$ cat src/hdl/hsl2rgb_pkg.sv
// Shared types and constants for the HSL to RGB converter.
package hsl2rgb_pkg;

   localparam int CH_W    = 16;
   localparam int WIDE_W  = CH_W + 1;
   localparam int Q_DEPTH = 4;
   localparam int Q_PTR_W = $clog2(Q_DEPTH);
   localparam int Q_CNT_W = $clog2(Q_DEPTH + 1);

   localparam logic [WIDE_W-1:0] ONE_Q16 = WIDE_W'(1) << CH_W;

   // Hue sector: which sixth of the color wheel the hue falls in.
   typedef enum logic [2:0] {
      SEC_RED_YEL = 3'd0,
      SEC_YEL_GRN = 3'd1,
      SEC_GRN_CYN = 3'd2,
      SEC_CYN_BLU = 3'd3,
      SEC_BLU_MAG = 3'd4,
      SEC_MAG_RED = 3'd5
   } sector_type;

   // Classified item passed from the front end to the arithmetic back end.
   typedef struct packed {
      logic              grey;
      sector_type        sector;
      logic [WIDE_W-1:0] span;
      logic [WIDE_W-1:0] weight;
      logic [CH_W-1:0]   saturation;
      logic [CH_W-1:0]   lightness;
   } class_type;

endpackage

$ cat src/hdl/hsl2rgb_front.sv
// Front end: accepts pixels and works out sector, hue weight and lightness span.
module hsl2rgb_front import hsl2rgb_pkg::*; (
   input  logic            clock,
   input  logic            reset,
   input  logic            in_valid,
   output logic            in_ready,
   input  logic [CH_W-1:0] hue,
   input  logic [CH_W-1:0] saturation,
   input  logic [CH_W-1:0] lightness,
   output logic            out_valid,
   input  logic            out_ready,
   output class_type       out_item
);

   logic              valid_ff;
   logic              valid_in;
   class_type         item_ff;
   class_type         item_in;
   logic [CH_W+2:0]   hue6;
   logic [WIDE_W-1:0] frac2;
   logic [WIDE_W-1:0] dist_h;
   logic [WIDE_W-1:0] two_l;
   logic [WIDE_W-1:0] dist_l;

   assign in_ready  = !valid_ff || out_ready;
   assign out_valid = valid_ff;
   assign out_item  = item_ff;

   always_comb begin
      hue6   = ({3'b000, hue} << 2) + ({3'b000, hue} << 1);
      frac2  = hue6[WIDE_W-1:0];
      dist_h = (frac2 >= ONE_Q16) ? (frac2 - ONE_Q16) : (ONE_Q16 - frac2);
      two_l  = {lightness, 1'b0};
      dist_l = (two_l >= ONE_Q16) ? (two_l - ONE_Q16) : (ONE_Q16 - two_l);

      item_in.grey       = (saturation == '0);
      item_in.sector     = sector_type'(hue6[CH_W+2:CH_W]);
      item_in.span       = ONE_Q16 - dist_l;
      item_in.weight     = ONE_Q16 - dist_h;
      item_in.saturation = saturation;
      item_in.lightness  = lightness;

      valid_in = valid_ff;
      if (in_ready) begin
         valid_in = in_valid;
      end
   end

   always_ff @(posedge clock) begin
      if (reset) begin
         valid_ff <= 1'b0;
      end else begin
         valid_ff <= valid_in;
      end
   end

   always_ff @(posedge clock) begin
      if (in_ready && in_valid) begin
         item_ff <= item_in;
      end
   end

endmodule

$ cat src/hdl/hsl2rgb_queue.sv
// Short queue of classified items between the front end and the back end.
module hsl2rgb_queue import hsl2rgb_pkg::*; (
   input  logic      clock,
   input  logic      reset,
   input  logic      in_valid,
   output logic      in_ready,
   input  class_type in_item,
   output logic      out_valid,
   input  logic      out_ready,
   output class_type out_item
);

   class_type            slot_ff [Q_DEPTH];
   logic [Q_PTR_W-1:0]   wr_ptr_ff;
   logic [Q_PTR_W-1:0]   wr_ptr_in;
   logic [Q_PTR_W-1:0]   rd_ptr_ff;
   logic [Q_PTR_W-1:0]   rd_ptr_in;
   logic [Q_CNT_W-1:0]   count_ff;
   logic [Q_CNT_W-1:0]   count_in;
   logic                 push;
   logic                 pop;

   assign in_ready  = (count_ff != Q_CNT_W'(Q_DEPTH));
   assign out_valid = (count_ff != '0);
   assign out_item  = slot_ff[rd_ptr_ff];
   assign push      = in_valid && in_ready;
   assign pop       = out_valid && out_ready;

   always_comb begin
      wr_ptr_in = wr_ptr_ff;
      rd_ptr_in = rd_ptr_ff;
      count_in  = count_ff;
      if (push) begin
         wr_ptr_in = (wr_ptr_ff == Q_PTR_W'(Q_DEPTH - 1)) ? '0 : wr_ptr_ff + 1'b1;
      end
      if (pop) begin
         rd_ptr_in = (rd_ptr_ff == Q_PTR_W'(Q_DEPTH - 1)) ? '0 : rd_ptr_ff + 1'b1;
      end
      if (push && !pop) begin
         count_in = count_ff + 1'b1;
      end else if (pop && !push) begin
         count_in = count_ff - 1'b1;
      end
   end

   always_ff @(posedge clock) begin
      if (reset) begin
         wr_ptr_ff <= '0;
         rd_ptr_ff <= '0;
         count_ff  <= '0;
      end else begin
         wr_ptr_ff <= wr_ptr_in;
         rd_ptr_ff <= rd_ptr_in;
         count_ff  <= count_in;
      end
   end

   always_ff @(posedge clock) begin
      if (push) begin
         slot_ff[wr_ptr_ff] <= in_item;
      end
   end

   a_count_bound: assert property (@(posedge clock) disable iff (reset)
      count_ff <= Q_CNT_W'(Q_DEPTH))
      else $error("queue count above depth");

   a_ptr_gap: assert property (@(posedge clock) disable iff (reset)
      (count_ff == '0 || count_ff == Q_CNT_W'(Q_DEPTH)) |-> (wr_ptr_ff == rd_ptr_ff))
      else $error("queue pointers disagree with count");

endmodule

$ cat src/hdl/hsl2rgb_back.sv
// Back end: chroma and secondary products, offset, placement and clamp.
module hsl2rgb_back import hsl2rgb_pkg::*; (
   input  logic              clock,
   input  logic              reset,
   input  logic              in_valid,
   output logic              in_ready,
   input  class_type         in_item,
   output logic              out_valid,
   input  logic              out_ready,
   output logic [CH_W-1:0]   red_out,
   output logic [CH_W-1:0]   green_out,
   output logic [CH_W-1:0]   blue_out
);

   // Stage one: chroma product.
   logic              s1_valid_ff;
   logic              s1_grey_ff;
   sector_type        s1_sector_ff;
   logic [WIDE_W-1:0] s1_weight_ff;
   logic [CH_W-1:0]   s1_light_ff;
   logic [CH_W-1:0]   s1_chroma_ff;
   logic [2*CH_W:0]   chroma_prod;

   // Stage two: secondary product and offset.
   logic                     s2_valid_ff;
   logic                     s2_grey_ff;
   sector_type               s2_sector_ff;
   logic [CH_W-1:0]          s2_light_ff;
   logic [CH_W-1:0]          s2_chroma_ff;
   logic [CH_W-1:0]          s2_x_ff;
   logic signed [CH_W:0]     s2_m_ff;
   logic [2*CH_W:0]          x_prod;
   logic signed [CH_W:0]     m_in;

   // Stage three: output register.
   logic              out_valid_ff;
   logic [CH_W-1:0]   red_ff;
   logic [CH_W-1:0]   green_ff;
   logic [CH_W-1:0]   blue_ff;
   logic [CH_W-1:0]   red_in;
   logic [CH_W-1:0]   green_in;
   logic [CH_W-1:0]   blue_in;
   logic [CH_W-1:0]   pr;
   logic [CH_W-1:0]   pg;
   logic [CH_W-1:0]   pb;

   logic adv3;
   logic adv2;
   logic adv1;

   assign adv3     = !out_valid_ff || out_ready;
   assign adv2     = !s2_valid_ff || adv3;
   assign adv1     = !s1_valid_ff || adv2;
   assign in_ready = adv1;

   assign out_valid = out_valid_ff;
   assign red_out   = red_ff;
   assign green_out = green_ff;
   assign blue_out  = blue_ff;

   assign chroma_prod = in_item.span * {1'b0, in_item.saturation};
   assign x_prod      = {1'b0, s1_chroma_ff} * s1_weight_ff;
   assign m_in        = $signed({1'b0, s1_light_ff}) - $signed({2'b00, s1_chroma_ff[CH_W-1:1]});

   function automatic logic [CH_W-1:0] clamp_sum(input logic [CH_W-1:0] placed,
                                                 input logic signed [CH_W:0] m);
      logic signed [CH_W+1:0] sum;
      begin
         sum = $signed({2'b00, placed}) + {m[CH_W], m};
         if (sum < 0) begin
            clamp_sum = '0;
         end else if (sum > $signed({2'b00, {CH_W{1'b1}}})) begin
            clamp_sum = '1;
         end else begin
            clamp_sum = sum[CH_W-1:0];
         end
      end
   endfunction

   always_comb begin
      pr = '0;
      pg = '0;
      pb = '0;
      unique case (s2_sector_ff)
         SEC_RED_YEL: begin
            pr = s2_chroma_ff; pg = s2_x_ff;
         end
         SEC_YEL_GRN: begin
            pr = s2_x_ff; pg = s2_chroma_ff;
         end
         SEC_GRN_CYN: begin
            pg = s2_chroma_ff; pb = s2_x_ff;
         end
         SEC_CYN_BLU: begin
            pg = s2_x_ff; pb = s2_chroma_ff;
         end
         SEC_BLU_MAG: begin
            pr = s2_x_ff; pb = s2_chroma_ff;
         end
         default: begin
            pr = s2_chroma_ff; pb = s2_x_ff;
         end
      endcase

      if (s2_grey_ff) begin
         red_in   = s2_light_ff;
         green_in = s2_light_ff;
         blue_in  = s2_light_ff;
      end else begin
         red_in   = clamp_sum(pr, s2_m_ff);
         green_in = clamp_sum(pg, s2_m_ff);
         blue_in  = clamp_sum(pb, s2_m_ff);
      end
   end

   always_ff @(posedge clock) begin
      if (reset) begin
         s1_valid_ff  <= 1'b0;
         s2_valid_ff  <= 1'b0;
         out_valid_ff <= 1'b0;
      end else begin
         if (adv1) begin
            s1_valid_ff <= in_valid;
         end
         if (adv2) begin
            s2_valid_ff <= s1_valid_ff;
         end
         if (adv3) begin
            out_valid_ff <= s2_valid_ff;
         end
      end
   end

   always_ff @(posedge clock) begin
      if (adv1 && in_valid) begin
         s1_grey_ff   <= in_item.grey;
         s1_sector_ff <= in_item.sector;
         s1_weight_ff <= in_item.weight;
         s1_light_ff  <= in_item.lightness;
         s1_chroma_ff <= chroma_prod[2*CH_W-1:CH_W];
      end
      if (adv2 && s1_valid_ff) begin
         s2_grey_ff   <= s1_grey_ff;
         s2_sector_ff <= s1_sector_ff;
         s2_light_ff  <= s1_light_ff;
         s2_chroma_ff <= s1_chroma_ff;
         s2_x_ff      <= x_prod[2*CH_W-1:CH_W];
         s2_m_ff      <= m_in;
      end
      if (adv3 && s2_valid_ff) begin
         red_ff   <= red_in;
         green_ff <= green_in;
         blue_ff  <= blue_in;
      end
   end

   // The secondary component never exceeds the chroma it is scaled from.
   a_x_le_c: assert property (@(posedge clock) disable iff (reset)
      s2_valid_ff |-> (s2_x_ff <= s2_chroma_ff))
      else $error("secondary component above chroma");

   // A stalled middle stage keeps its item.
   a_s2_hold: assert property (@(posedge clock) disable iff (reset)
      (s2_valid_ff && !adv3) |=> (s2_valid_ff && $stable(s2_x_ff) && $stable(s2_m_ff)))
      else $error("middle stage lost an item under stall");

endmodule

$ cat src/hdl/hsl_to_rgb_converter.sv
// Top level of the HSL to RGB pixel converter.
//
//   channel   dir   handshake             payload
//   req_      in    req_tvalid/tready     tdata: hue, saturation, lightness
//   rsp_      out   rsp_tvalid/tready     tdata: red_out, green_out, blue_out
//
// One pixel is accepted per clock while the pipeline is not backed up by a stalled rsp_ side.
// The front register, a four-entry queue and three arithmetic stages all run at one item
// per cycle unless the rsp_ side stalls, limited by the two 17x16 multipliers, each in a stage of its own.
// A stalled rsp_ side fills the back stages and then the queue before req_tready drops.
// Reset (synchronous, active high) empties the front register, queue and all stages.
module hsl_to_rgb_converter import hsl2rgb_pkg::*; (
   input  logic            clock,
   input  logic            reset,
   input  logic            req_tvalid,
   output logic            req_tready,
   input  logic [3*CH_W-1:0] req_tdata,   // hue [15:0], saturation [31:16], lightness [47:32]
   output logic            rsp_tvalid,
   input  logic            rsp_tready,
   output logic [3*CH_W-1:0] rsp_tdata    // red_out [15:0], green_out [31:16], blue_out [47:32]
);

   logic      fe_valid;
   logic      fe_ready;
   class_type fe_item;
   logic      q_valid;
   logic      q_ready;
   class_type q_item;
   logic [CH_W-1:0] red_out;
   logic [CH_W-1:0] green_out;
   logic [CH_W-1:0] blue_out;

   hsl2rgb_front u_front (
      .clock      (clock),
      .reset      (reset),
      .in_valid   (req_tvalid),
      .in_ready   (req_tready),
      .hue        (req_tdata[CH_W-1:0]),
      .saturation (req_tdata[2*CH_W-1:CH_W]),
      .lightness  (req_tdata[3*CH_W-1:2*CH_W]),
      .out_valid  (fe_valid),
      .out_ready  (fe_ready),
      .out_item   (fe_item)
   );

   hsl2rgb_queue u_queue (
      .clock     (clock),
      .reset     (reset),
      .in_valid  (fe_valid),
      .in_ready  (fe_ready),
      .in_item   (fe_item),
      .out_valid (q_valid),
      .out_ready (q_ready),
      .out_item  (q_item)
   );

   hsl2rgb_back u_back (
      .clock     (clock),
      .reset     (reset),
      .in_valid  (q_valid),
      .in_ready  (q_ready),
      .in_item   (q_item),
      .out_valid (rsp_tvalid),
      .out_ready (rsp_tready),
      .red_out   (red_out),
      .green_out (green_out),
      .blue_out  (blue_out)
   );

   assign rsp_tdata = {blue_out, green_out, red_out};

endmodule

$ cat config.mk
export PLATFORM = sky130hd
export DESIGN_NAME = hsl_to_rgb_converter
export DESIGN_NICKNAME = d
export VERILOG_FILES = /design/src/hdl/hsl2rgb_pkg.sv /design/src/hdl/hsl2rgb_front.sv /design/src/hdl/hsl2rgb_queue.sv /design/src/hdl/hsl2rgb_back.sv /design/src/hdl/hsl_to_rgb_converter.sv
export SDC_FILE = /design/constraint.sdc
export NUM_CORES = 2
export LEC_CHECK = 0
export BUFFER_PORTS_ARGS = -buffer_cell sky130_fd_sc_hd__clkbuf_2
export CAP_MARGIN = 20
export CORE_UTILIZATION = 25
export DETAILED_ROUTE_END_ITERATION = 10
export GPL_TIMING_DRIVEN = 0
export PLACE_DENSITY = 0.4
export SLEW_MARGIN = 20
export SYNTH_ARGS = -nofsm -noshare
export SYNTH_HDL_FRONTEND = slang
export SYNTH_SLANG_ARGS = --single-unit
export TNS_END_PERCENT = 10
$ cat constraint.sdc
create_clock -name clock -period 7.5 [get_ports clock]
set_input_delay 1.5 -clock clock [delete_from_list [all_inputs] [get_ports clock]]
set_output_delay 1.5 -clock clock [all_outputs]
set_load 0.1 [all_outputs]
* Word level (Yosys, flattened, before mapping) *
Memories as Yosys holds them, arrays and structs flattened. A register that Yosys moved wholly into a read port is not among the register bits.
Index checks and enable logic that the tools add are counted.
W data, S select, Z words.

word-level totals
  bits in registers = 251
  bits in writable memories = 280
  bits of input ports = 52
  output and inout bits = 50
  logic and storage cells = 109
  memories kept = 1

memory list
  memory           words  bits a word  read ports  clocked after memory_dff  write ports  RTL line             RTL
  u_queue.slot_ff  4      70           1           1                         1            hsl2rgb_queue.sv:13  class_type slot_ff [Q_DEPTH];

operators by class
  add/sub/neg operators = 15
  multipliers = 2
  $lt $le $gt $ge = 8
  equal/unequal tests = 7
  mux-type cells = 22
  reductions and logical operators = 27

operators with widths
  kind                      count
  $mux W16                  9
  $pmux W16 S2              3
  $sub A17 B17 Y17 const A  4
  $add A17 B17 Y18          3
  $gt A18 B17 Y1 const B    3
  $lt A18 B1 Y1 const B     3
  $ge A17 B17 Y1 const B    2
  $mux W17                  2
  $sub A17 B17 Y17 const B  2
  $mul A16 B17 Y32          1
  $mul A17 B16 Y32          1
  $add A18 B17 Y19          1
  $sub A16 B15 Y17          1
  $logic_not A16 Y1         1
  $reduce_or A2 Y1          6
  $mux W2                   4
  $logic_and A1 B1 Y1       7
  $eq A3 B2 Y1 const B      2
  $logic_not A1 Y1          6
  $mux W3                   2
  $add A2 B1 Y2 const B     2
  $eq A2 B2 Y1 const B      2
  $logic_or A1 B1 Y1        4
  $add A3 B1 Y3 const B     1
  other kinds (8)           9

* Depth between registers and ports, before layout *
  depth after elaboration = 8
  depth in mapped cells = 30
  mapped depth without buffers = 27

* Hierarchy *
A second synthesis with hierarchy kept.

unflattened totals
  cell total of the unflattened synthesis = 3804
  area total of the unflattened synthesis = 42131.7 um^2

modules (own cells, without submodules)
  module         times used  cells an instance  area an instance (um^2)  sequential area each (um^2)
  hsl2rgb_back   1           2968               27163.6                  5165.0
  hsl2rgb_queue  1           414                10546.4                  8588.2
  hsl2rgb_front  1           422                4421.7                   2031.9

* Worst setup path before layout *
Ideal clock, no wire load.

  kind = register to register
  from = reg with a tool-made name
  to = reg u_back.s1_chroma_ff[15] (data pin)
  library setup time = 0.262 ns
  arrival = 7.560 ns
  data required time = 7.238 ns
  path slack = -0.322 ns
  cell stages (with the launch flop) = 28
  buffers on the path = 5
  period minus slack after synthesis = 7.822 ns
  path through = dfxtp_1 buf_2 buf_1 clkbuf_1 buf_1 o21a_1 clkbuf_1 nand2_1 fa_1 fa_1 fa_1 fa_1 inv_1 fa_1 inv_1 fa_1 inv_1 ha_1 nand2_1 a221o_1 a21o_1 a31oi_1 and4_1 o211ai_1 o22ai_1 nor4_1 nor3_1 xnor2_1

RTL lines
  what                  RTL line             RTL
  to (signal assigned)  hsl2rgb_back.sv:140  s1_chroma_ff <= chroma_prod[2*CH_W-1:CH_W];
  to (decl)             hsl2rgb_back.sv:21   logic [CH_W-1:0] s1_chroma_ff;

==> metrics <==
status finished, final reports clean; WP data required 7.88 ns; library cells used by synthesis 93; Setup Skew 0.0401 ns; Initial Utilization 25.2%; buffer levels on the longest clock path 3; worst setup path class flop to flop; Core Area 0.159 sq mm; initial antenna violation count 5; # IOs 102; Max Cap Viol 0; share of post-route cells with drive strength above 1 12.1%; Detailed Route WL 118 mm; H-tree levels 2; grt total ovfl 0; vias in the first global route 27,400; Hold Path Class flop to flop; Gate Count Post-Synth 3,571; max reg flops 268; min Tclk post-route 7.27 ns; Die Span X 403 microns; register area share after synthesis 38.4%; CP Capture Type flop; fin crit share 96.9%; CP Launch Type flop; Final Util 29.2%; fin nets 4,513; most frequent cells in the layout 536 x inv_1, 504 x edfxtp_1, 438 x nand2_1, 389 x fa_1, 280 x ha_1; initial drt markers 1,765; Vias/cell 4.48; Post-synth EDFFs 504; count of input and output buffers 101; CTS Buf Count 59; Biggest register u_queue.slot_ff; commonest non-fill, non-tap cell in the layout inv_1; clock-pin slew on the worst setup and hold paths 0.06 ns; GRT Total Usage 14.5%; Hold Vio Cnt, Final 0; Synth Cell Area 0.0401 sq mm; largest net degree at the start of global routing 42; Async SR Flop Fraction 0%; Remaining DRCs 0; measured slew at the worst slew-check pin 1.01 ns; Slew headroom 31.5%; area grow syn2layout 15.7%; Worst EP arrival 7.64 ns; mean routed wirelength per cell 19.9 microns; first-pass GRT wire length 177 mm; Final Slew Violations 0; Yosys Warn Count 0; Synth Flop Type edfxtp_1; synthesized flop and latch total 517; clock sinks 517; final count of negative-setup-slack endpoints 0; row cnt 146; Hold Crit Depth 0; Die H 403 microns; clock latency on the worst-skew pair 0.64 ns; clk root buf clkbuf_16; DP HPWL 91.9 mm; CTS tree yes; routed via count 26,500; die area 0.162 sq mm; Post-Syn Nets 4,295; first drt pass iteration count 5; Routed Antenna Nets 0; Fill cells 16,500; FF-to-FF path depth 25; Peak Freq 138 MHz; RePlAce Congestion 0.830; syn avg cell area 11.2 sq um; critical path fanouts, max 10
==> logic make-up after synthesis <==
| kind of cell | count (synthesis) | share of synthesized area, % |
|---|---|---|
| buf+inv | 665 | 6.26 |
| flops | 517 | 38.4 |
| simple gates | 1022 | 12.1 |
| compound gates | 465 | 7.72 |
| xor+xnor | 133 | 2.92 |
| fa+ha+maj | 672 | 28.3 |
| mux | 97 | 4.34 |
==> critical path, stage by stage, from the launching register on <==
cell      delay, ns
dfxtp_4        0.40
buf_8          0.16
clkbuf_8       0.22
mux4_2         0.41
clkbuf_8       0.27
nand2_1        0.09
fa_1           0.53
inv_1          0.05
fa_1           0.51
inv_1          0.06
fa_1           0.53
inv_1          0.05
fa_1           0.50
fa_1           0.43
fa_1           0.55
ha_4           0.22
a21o_1         0.15
a21o_1         0.18
a2111o_1       0.42
a21o_4         0.22
and4_4         0.21
o211ai_1       0.26
o22ai_2        0.17
o21a_1         0.19
nor2_1         0.10
xnor2_1        0.09
==> routing by layer <==
metal  share of wire, %  GRT usage (%)  up-vias
met3                3.3           1.47      101
met5                  0              0        -
met1                 49           20.7    13500
met2                 47           23.8      485
li1                   -              -    12400
met4                1.5           2.67        0
==> through the flow <==
| stage | setup TNS (ns) | instances | cell area [sq um] | setup WS [ns] | hold slack, ns |
|---|---|---|---|---|---|
| 2_1_floorplan | 0 | 3571 | 40100 | 0.0731 | 0.400 |
| 3_3_place_gp | -57.58 | 5744 | 43200 | -2.13 | 0.408 |
| 3_5_place_dp | -25.36 | 5758 | 43600 | -2.13 | 0.405 |
| 4_1_cts | 0 | 5878 | 46000 | 0.000782 | 0.421 |
| 5_1_grt | -0.0521 | 5910 | 46400 | -0.0270 | 0.424 |
| 6_report | 0 | 5912 | 46400 | 0.234 | 0.418 |
==> Yosys cell counts (14+ instances only) <==
master / count / area share (%)
ha_1: 282 / 8.8
or3_1: 14 / 0.22
a31oi_1: 21 / 0.33
clkbuf_1: 108 / 1.0
xnor2_1: 95 / 2.1
a21o_1: 28 / 0.52
nor3_1: 29 / 0.36
nor2_1: 184 / 1.7
mux4_2: 60 / 3.4
mux2_2: 17 / 0.48
xor2_1: 37 / 0.81
mux2i_1: 20 / 0.50
o21ai_0: 116 / 1.4
fa_1: 390 / 19
inv_1: 537 / 5.0
nand3_1: 26 / 0.32
a21oi_1: 101 / 1.3
nor2b_1: 26 / 0.41
edfxtp_1: 504 / 38
and2_1: 215 / 3.4
a22o_1: 36 / 0.79
nand2_1: 439 / 4.1
o21a_1: 36 / 0.67
nand2b_1: 22 / 0.34
==> what timing repair did <==
action	CTS	global route
pin swaps	2	13
setup buffers	13	35
hold buffers	0	0
endpoints found under the setup margin	24	11
resized for setup	122	68
==> final timing paths <==
check | slack, ns | start | to
hold / removal | 0.42 | u_back.s1_sector_ff[2] | u_back.s2_sector_ff[2]
hold reg to reg | 0.42 | u_back.s1_sector_ff[2] | u_back.s2_sector_ff[2]
setup / recovery | 0.23 | flop | u_back.s1_chroma_ff[14]
setup reg to reg | 0.23 | flop | u_back.s1_chroma_ff[14]
==> layout make-up <==
cell class                 instances  area, sq um  share of cell area [%]
antenna                            2         5.00                  0.0108
inverter                         538         2020                    4.36
clock inverter                    39          440                   0.949
tap                             2072         2590                    5.59
multi-input combinational       2389        22400                    48.4
sequential                       517        15400                    33.2
timing repair buffer             163         1210                    2.61
clock buffer                      71         1520                    3.28
buffer                           121          774                    1.67
Power is not shown: default switching activity piles up to over one toggle a cycle in this logic, so the estimate is an artifact.
